## src/hdl/sxb62_pkg.sv

```systemverilog
// ----------------------------------------------------------------------------
// sxb62_pkg
// Shared types, constants and the digit-to-ASCII map of the base62 encoder.
// ----------------------------------------------------------------------------
package sxb62_pkg;

  localparam int HASH_W      = 32;
  localparam int BYTE_W      = 8;
  localparam int CHAR_W      = 7;
  localparam int DIGIT_W     = 6;
  localparam int B62_RADIX   = 62;
  localparam int HASH_SHIFT  = 5;
  localparam int MAX_DIGITS  = 6;
  localparam int DCNT_W      = 3;

  // Rounded-up reciprocal of 31 scaled by 2^36; exact for any 31-bit operand.
  localparam int                 RECIP_W     = 32;
  localparam logic [RECIP_W-1:0] RECIP_M     = 32'd2216757315;
  localparam int                 RECIP_SHIFT = 36;
  localparam int                 PROD_W      = HASH_W - 1 + RECIP_W;

  typedef enum logic [1:0] {
    ST_IDLE,
    ST_DIV,
    ST_EMIT
  } sxb62_state_t;

  // Status of the shared divide unit, seen by the sequencer.
  typedef struct packed {
    logic done;
    logic quot_zero;
  } div_sts_t;

  // Digits 0-9 map to '0'-'9', 10-35 to 'A'-'Z', 36-61 to 'a'-'z'.
  function automatic logic [CHAR_W-1:0] digit_char(input logic [DIGIT_W-1:0] d);
    logic [CHAR_W-1:0] c;
    if (d < DIGIT_W'(10)) begin
      c = CHAR_W'(48) + CHAR_W'(d);
    end else if (d < DIGIT_W'(36)) begin
      c = CHAR_W'(55) + CHAR_W'(d);
    end else begin
      c = CHAR_W'(61) + CHAR_W'(d);
    end
    return c;
  endfunction

endpackage

```

## src/hdl/shift_xor_hash_base62_encoder.sv

```systemverilog
// ----------------------------------------------------------------------------
// shift_xor_hash_base62_encoder
// Shift-add-xor text hash with base62 ASCII output of the finished hash.
// ----------------------------------------------------------------------------
// Text bytes enter on the in_ stream, one item per byte. in_tuser set means
// in_tdata holds a byte, which is sign-extended and folded into the hash as
// h = (h << 5) + (h ^ byte). in_tlast marks the final item of a text; it may
// carry a byte or not. Byte items are taken at one per cycle while the block
// is idle, with in_tready high.
// On the final item the hash is converted to base62 by a shared divide-by-62
// unit built on one reciprocal multiply, giving 1 to 6 digits; in_tready
// stays low while the digits are formed and the characters are emitted.
// Characters then leave on the out_ stream most significant first, one per
// cycle while out_tready is high; out_tlast marks the last one, and every
// character carries the finished hash. The block takes the next text item as
// soon as the last character sits in the output register.
// A stall on out_ holds the output register and stops emission; nothing is
// dropped. Reset clears the hash, the sequencer and the output valid.
// ----------------------------------------------------------------------------
module shift_xor_hash_base62_encoder import sxb62_pkg::*; (
  input  logic        clk,
  input  logic        rst_n,
  input  logic        in_tvalid,
  output logic        in_tready,
  input  logic [7:0]  in_tdata,   // [7:0] byte_value
  input  logic        in_tuser,   // [0] carries_byte
  input  logic        in_tlast,   // end_of_text
  output logic        out_tvalid,
  input  logic        out_tready,
  output logic [39:0] out_tdata,  // [6:0] char_code, [38:7] hash_value, [39] zero
  output logic        out_tlast   // last_char
);

  sxb62_state_t        state_r, state_nxt;
  logic [HASH_W-1:0]   hash_r, hash_nxt;
  logic [HASH_W-1:0]   hash_fin_r, hash_fin_nxt;
  logic [DCNT_W-1:0]   ndig_r, ndig_nxt;
  logic [DCNT_W-1:0]   rd_idx_r, rd_idx_nxt;
  logic [DIGIT_W-1:0]  dig_mem [MAX_DIGITS];
  logic                dig_we;
  logic                char_ld;
  logic                out_valid_r, out_valid_nxt;
  logic                out_last_r, out_last_nxt;
  logic [CHAR_W-1:0]   out_char_r;
  logic [HASH_W-1:0]   out_hash_r, out_hash_nxt;

  logic                div_start;
  logic [HASH_W-1:0]   div_dividend;
  logic [HASH_W-1:0]   div_quo;
  logic [DIGIT_W-1:0]  div_rem;
  div_sts_t            div_sts;

  logic                in_fire;
  logic [HASH_W-1:0]   byte_sext;
  logic [HASH_W-1:0]   hash_upd;
  logic                load_ok;

  sxb62_div62 u_div (
    .clk       (clk),
    .rst_n     (rst_n),
    .start     (div_start),
    .dividend  (div_dividend),
    .quotient  (div_quo),
    .remainder (div_rem),
    .sts       (div_sts)
  );

  assign in_tready = (state_r == ST_IDLE);
  assign in_fire   = in_tvalid && in_tready;
  assign byte_sext = {{(HASH_W-BYTE_W){in_tdata[BYTE_W-1]}}, in_tdata};
  assign hash_upd  = in_tuser ? ((hash_r << HASH_SHIFT) + (hash_r ^ byte_sext)) : hash_r;
  assign load_ok   = !out_valid_r || out_tready;

  always_comb begin
    state_nxt     = state_r;
    hash_nxt      = hash_r;
    hash_fin_nxt  = hash_fin_r;
    ndig_nxt      = ndig_r;
    rd_idx_nxt    = rd_idx_r;
    dig_we        = 1'b0;
    char_ld       = 1'b0;
    div_start     = 1'b0;
    div_dividend  = div_quo;
    out_valid_nxt = out_valid_r && !out_tready;
    out_last_nxt  = out_last_r;
    out_hash_nxt  = out_hash_r;
    case (state_r)
      ST_IDLE: begin
        if (in_fire) begin
          if (in_tlast) begin
            hash_nxt     = '0;
            hash_fin_nxt = hash_upd;
            ndig_nxt     = '0;
            div_start    = 1'b1;
            div_dividend = hash_upd;
            state_nxt    = ST_DIV;
          end else begin
            hash_nxt = hash_upd;
          end
        end
      end
      ST_DIV: begin
        if (div_sts.done) begin
          dig_we   = 1'b1;
          ndig_nxt = ndig_r + DCNT_W'(1);
          if (div_sts.quot_zero || ndig_r == DCNT_W'(MAX_DIGITS-1)) begin
            rd_idx_nxt = ndig_r;
            state_nxt  = ST_EMIT;
          end else begin
            div_start = 1'b1;
          end
        end
      end
      ST_EMIT: begin
        // Digits were stored least significant first; read them back downward.
        if (load_ok) begin
          out_valid_nxt = 1'b1;
          char_ld       = 1'b1;
          out_last_nxt  = (rd_idx_r == '0);
          out_hash_nxt  = hash_fin_r;
          if (rd_idx_r == '0) begin
            state_nxt = ST_IDLE;
          end else begin
            rd_idx_nxt = rd_idx_r - DCNT_W'(1);
          end
        end
      end
      default: begin
        state_nxt = ST_IDLE;
      end
    endcase
  end

  always_ff @(posedge clk) begin
    if (!rst_n) begin
      state_r     <= ST_IDLE;
      hash_r      <= '0;
      ndig_r      <= '0;
      rd_idx_r    <= '0;
      out_valid_r <= 1'b0;
    end else begin
      state_r     <= state_nxt;
      hash_r      <= hash_nxt;
      ndig_r      <= ndig_nxt;
      rd_idx_r    <= rd_idx_nxt;
      out_valid_r <= out_valid_nxt;
    end
  end

  always_ff @(posedge clk) begin
    hash_fin_r <= hash_fin_nxt;
    out_last_r <= out_last_nxt;
    out_hash_r <= out_hash_nxt;
    if (char_ld) begin
      out_char_r <= digit_char(dig_mem[rd_idx_r]);
    end
    if (dig_we) begin
      dig_mem[ndig_r] <= div_rem;
    end
  end

  assign out_tvalid = out_valid_r;
  assign out_tlast  = out_last_r;
  assign out_tdata  = {1'b0, out_hash_r, out_char_r};

`ifndef SYNTHESIS
  a_done_in_div: assert property (@(posedge clk) disable iff (!rst_n)
    div_sts.done |-> state_r == ST_DIV)
    else $error("divide unit finished outside the digit phase");

  a_rd_idx_range: assert property (@(posedge clk) disable iff (!rst_n)
    state_r == ST_EMIT |-> rd_idx_r < ndig_r)
    else $error("emit index beyond stored digits");

  a_more_chars: assert property (@(posedge clk) disable iff (!rst_n)
    (out_tvalid && out_tready && !out_tlast) |-> state_r == ST_EMIT)
    else $error("non-final character taken with no character pending");

  a_end_starts_div: assert property (@(posedge clk) disable iff (!rst_n)
    (in_fire && in_tlast) |=> (state_r == ST_DIV && hash_r == '0))
    else $error("end item did not start digit conversion");
`endif

endmodule

```

## src/hdl/sxb62_div62.sv

```systemverilog
// ----------------------------------------------------------------------------
// sxb62_div62
// Divide-by-62 unit: one reciprocal multiply; start loads the dividend register,
// then the quotient register and the done flag are loaded from the product.
// ----------------------------------------------------------------------------
module sxb62_div62 import sxb62_pkg::*; (
  input  logic                clk,
  input  logic                rst_n,
  input  logic                start,
  input  logic [HASH_W-1:0]   dividend,
  output logic [HASH_W-1:0]   quotient,
  output logic [DIGIT_W-1:0]  remainder,
  output div_sts_t            sts
);

  logic [HASH_W-1:0]  num_r, num_nxt;
  logic [HASH_W-1:0]  quo_r, quo_nxt;
  logic               run_r, run_nxt;
  logic               done_r, done_nxt;
  logic [PROD_W-1:0]  prod;

  // x / 62 equals (x >> 1) / 31, taken as a multiply by the scaled reciprocal.
  assign prod = PROD_W'(num_r[HASH_W-1:1]) * PROD_W'(RECIP_M);

  always_comb begin
    num_nxt  = num_r;
    quo_nxt  = quo_r;
    run_nxt  = 1'b0;
    done_nxt = 1'b0;
    if (start) begin
      num_nxt = dividend;
      run_nxt = 1'b1;
    end else if (run_r) begin
      quo_nxt  = HASH_W'(prod[PROD_W-1:RECIP_SHIFT]);
      done_nxt = 1'b1;
    end
  end

  always_ff @(posedge clk) begin
    if (!rst_n) begin
      run_r  <= 1'b0;
      done_r <= 1'b0;
    end else begin
      run_r  <= run_nxt;
      done_r <= done_nxt;
    end
  end

  always_ff @(posedge clk) begin
    num_r <= num_nxt;
    quo_r <= quo_nxt;
  end

  // The remainder is below 64, so x - 62*q is formed modulo 64, where -62 is +2.
  assign quotient      = quo_r;
  assign remainder     = num_r[DIGIT_W-1:0] + {quo_r[DIGIT_W-2:0], 1'b0};
  assign sts.done      = done_r;
  assign sts.quot_zero = (quo_r == '0);

endmodule
```

## config.mk

```make
export PLATFORM = sky130hd
export DESIGN_NAME = shift_xor_hash_base62_encoder
export DESIGN_NICKNAME = d
export VERILOG_FILES = /design/src/hdl/sxb62_pkg.sv /design/src/hdl/shift_xor_hash_base62_encoder.sv /design/src/hdl/sxb62_div62.sv
export SDC_FILE = /design/constraint.sdc
export NUM_CORES = 1
export LEC_CHECK = 0
export ABC_AREA = 1
export BUFFER_PORTS_ARGS = -buffer_cell sky130_fd_sc_hd__buf_2
export CAP_MARGIN = 20
export CORE_MARGIN = 4
export CORE_UTILIZATION = 45
export CTS_CLUSTER_SIZE = 10
export DETAILED_ROUTE_END_ITERATION = 12
export RECOVER_POWER = 50
export SKIP_LAST_GASP = 1
export SYNTH_ARGS = -nofsm -noshare
export SYNTH_HDL_FRONTEND = slang
export SYNTH_SLANG_ARGS = --single-unit
```

## constraint.sdc

```tcl
create_clock -name clk -period 10.65 [get_ports clk]
set_input_delay 1.065 -clock clk [delete_from_list [all_inputs] [get_ports clk]]
set_output_delay 1.065 -clock clk [all_outputs]
set_load 0.05 [all_outputs]
```

==> impl_metrics.toml <==
[run_status]
outcome = "complete, but fails checks"
violations = "capacitance limit, slew limit"

[die]
floorplan.initialDensity = 0.457
die_w_um = 223
rows = 78
io_pins = 57
fp.coreArea_sq_um = 45600
dieArea_sq_um = 49800
die_h_um = 223

[grt]
grt_pass1_vias = 17000
antenna_found_initial = 1
grt_usage = 0.243
grt_pass1_wl_mm = 94.9
grt_overflow = 0
grt_max_degree = 59

[logic_synthesis]
yosys.area.top_type = "edfxtp_1"
yosysTopAreaCellShare = 0.241
synthDistinctLibCells = 47
yosys_warnings = 0
synth_top_cells_by_area = "edfxtp_1 (24%), ha_1 (21%), nand2_1 (11%)"
async_reset_ff_frac = 0
syn-mean-instance-area_sq_um = 8.07
yosysMostFrequentCell = "nand2_1"
synth-edff-count = 167
netlist_instances = 2581
synth_seq_cells = 213
synth_seq_area_share = 0.285
synthesis.area_sq_um = 20800
ys_top_cells_by_count = "nand2_1 (614), inv_1 (524), ha_1 (343)"
syn-num-nets = 3051
ys.flop_type = "edfxtp_1"

[worst_setup_path]
r2r_slack_ns = 4.53
crit_fanout = 4
crit_type = "flop to flop"
crit_path_end_kind = "flop"
cp.arrival_ns = 6.43
worst_setup_path_start_kind = "flop"
reg2reg_depth = 21
critical_path_required_ns = 10.97
r2r_end = "u_div.quotient[16]"
reg2reg_from = "u_div.num_r[29]"

[drt]
drt-wirelength-per-cell_um = 18.8
first_pass_iters = 5
drc = 0
wirelength_mm = 61.3
drt_iter0_drc = 1059
ant_nets = 0
viasPerCell = 5.13
vias = 16800

[hold_path]
hold_end = "out_hash_r[3]"
min_path_cells = 0
hold_start = "hash_fin_r[3]"
hold_path_class = "flop to flop"

[cts]
clockBufferDepth = 3
cts_tree = "yes"
cts_buffers = 27
cts_num_sinks = 213
post_cts_buffers = 0
cts_root_buf = "clkbuf_16"
cts-hold-fix-buffers = 0
postCtsResizedCells = 0
clk_latency_ns = 0.57
clk_pin_slew_ns = 0.06
htreeDepth = 1

[layout]
num-fill-cells = 4471
final_nets = 3118
fin_util = 0.495
area_delta_synth_final_pct = 8.40
drive_gt1_frac = 0.0319
instances_no_fill = 3267
n_antenna_cell = 0

[timing]
fin_tns_setup_ns = 0
worst_pin_slew_ns = 1.98
rsz0062_at_grt = "no"
min_period_over_period = 0.574
fin_crit_ns = 6.12
fmax_ghz = 0.163
setup_viol = 0
final.setup_skew_ns = 0.0227
max_slew_margin = -0.322
hold_viol_final = 0
drv_slew = 112

[place]
io_buffers = 55
hpwlAfterDp_mm = 51.8
dp_cells = 3218
globalplace.congestion = 0.969

[job]
drv_cap = 3
-- sequential cells by signal, indices dropped and copies added, names as in the netlist, named ones only --
register	cells
hash_r	32
u_div.run_r	1
hash_fin_r	32
u_div.done_r	1
out_tlast	1
out_char_r	7
out_hash_r	32
ndig_r	3
out_tvalid	1
state_r	2
dig_mem	36
rd_idx_r	3
u_div.quotient	27
u_div.num_r	32
-- cell families after synthesis --
logic type | Yosys count | share of synthesized area
adders and majority gates | 456 | 0.315
DFF | 213 | 0.285
other | 1 | 0.000180
xor gates and xnor gates | 58 | 0.0244
and+or+nand+nor | 1030 | 0.202
AOI/OAI and AO/OA | 266 | 0.0717
buffers and inverters | 557 | 0.102
-- layer usage --
layer  GRT usage  wire (um)  vias to the layer above
li1            -          -                     8391
met1       0.330      28300                     7951
met4      0.0732       1980                        0
met2       0.416      28700                      341
met5           0          0                        -
met3      0.0220       2270                       86
-- final cells by class --
cell class	instances	area [sq um]	area share
well taps	600	751	0.0333
multi-input cells	1811	12800	0.566
repair buffers	68	285	0.0126
flip-flops and latches	213	5940	0.263
clock inverters	5	68.8	0.00305
inverters	527	1980	0.0876
clock buffers	43	777	0.0344
-- worst max-delay path by stage --
stage | from | to | slack (ns) | cells past startpoint
floorplan | u_div.num_r[30] | u_div.quotient[26] | 5.35 | 23
global placement | u_div.num_r[29] | u_div.quotient[16] | 4.51 | 21
detailed placement | u_div.num_r[29] | u_div.quotient[16] | 4.53 | 21
CTS | u_div.num_r[29] | u_div.quotient[16] | 4.52 | 21
global route | u_div.num_r[29] | u_div.quotient[16] | 4.19 | 21
finish | u_div.num_r[29] | u_div.quotient[16] | 4.53 | 21
-- placed cells by master (no fill, tap or decap), types with 6 or more instances in the layout --
cell type	count
o21ai_0	93
fa_1	113
buf_2	12
clkbuf_16	28
a21o_1	9
a31oi_1	9
ha_1	343
nor2_1	217
xnor2_1	15
nor3_1	17
o21bai_1	13
inv_1	524
o21ai_2	6
edfxtp_1	167
nand2_1	614
nand4_1	21
or2_2	18
nor4_1	10
dfxtp_1	46
o21a_1	6
nand3_1	116
a21oi_1	107
clkbuf_1	65
xor2_1	43
-- worst max-delay path, cell delays in order (launching register included) --
cell and delay, ns:
edfxtp_1 0.49, ha_1 0.35, inv_1 0.07, fa_1 0.53, inv_1 0.05, fa_1 0.53
inv_1 0.06, fa_1 0.47, fa_1 0.55, fa_1 0.56, inv_1 0.04, ha_1 0.30
ha_1 0.34, nand2_1 0.10, nor2_1 0.20, inv_1 0.10, nor3_1 0.46, nand3_1 0.16
nand3_1 0.22, nand2_1 0.15, nand3_1 0.10, nand2_1 0.05
-- stage by stage --
stage	cell area [sq um]	setup slack, ns	hold WS [ns]
after floorplan	20800	5.35	0.400
after global placement	21800	4.51	0.402
after detailed placement	21800	4.53	0.405
after CTS	22700	4.52	0.417
after global routing	22600	4.19	0.421
final	22600	4.53	0.417
Power is left out: the tool's default activity adds up to more than one toggle a clock period on the data nets, which glitch-free logic cannot reach.
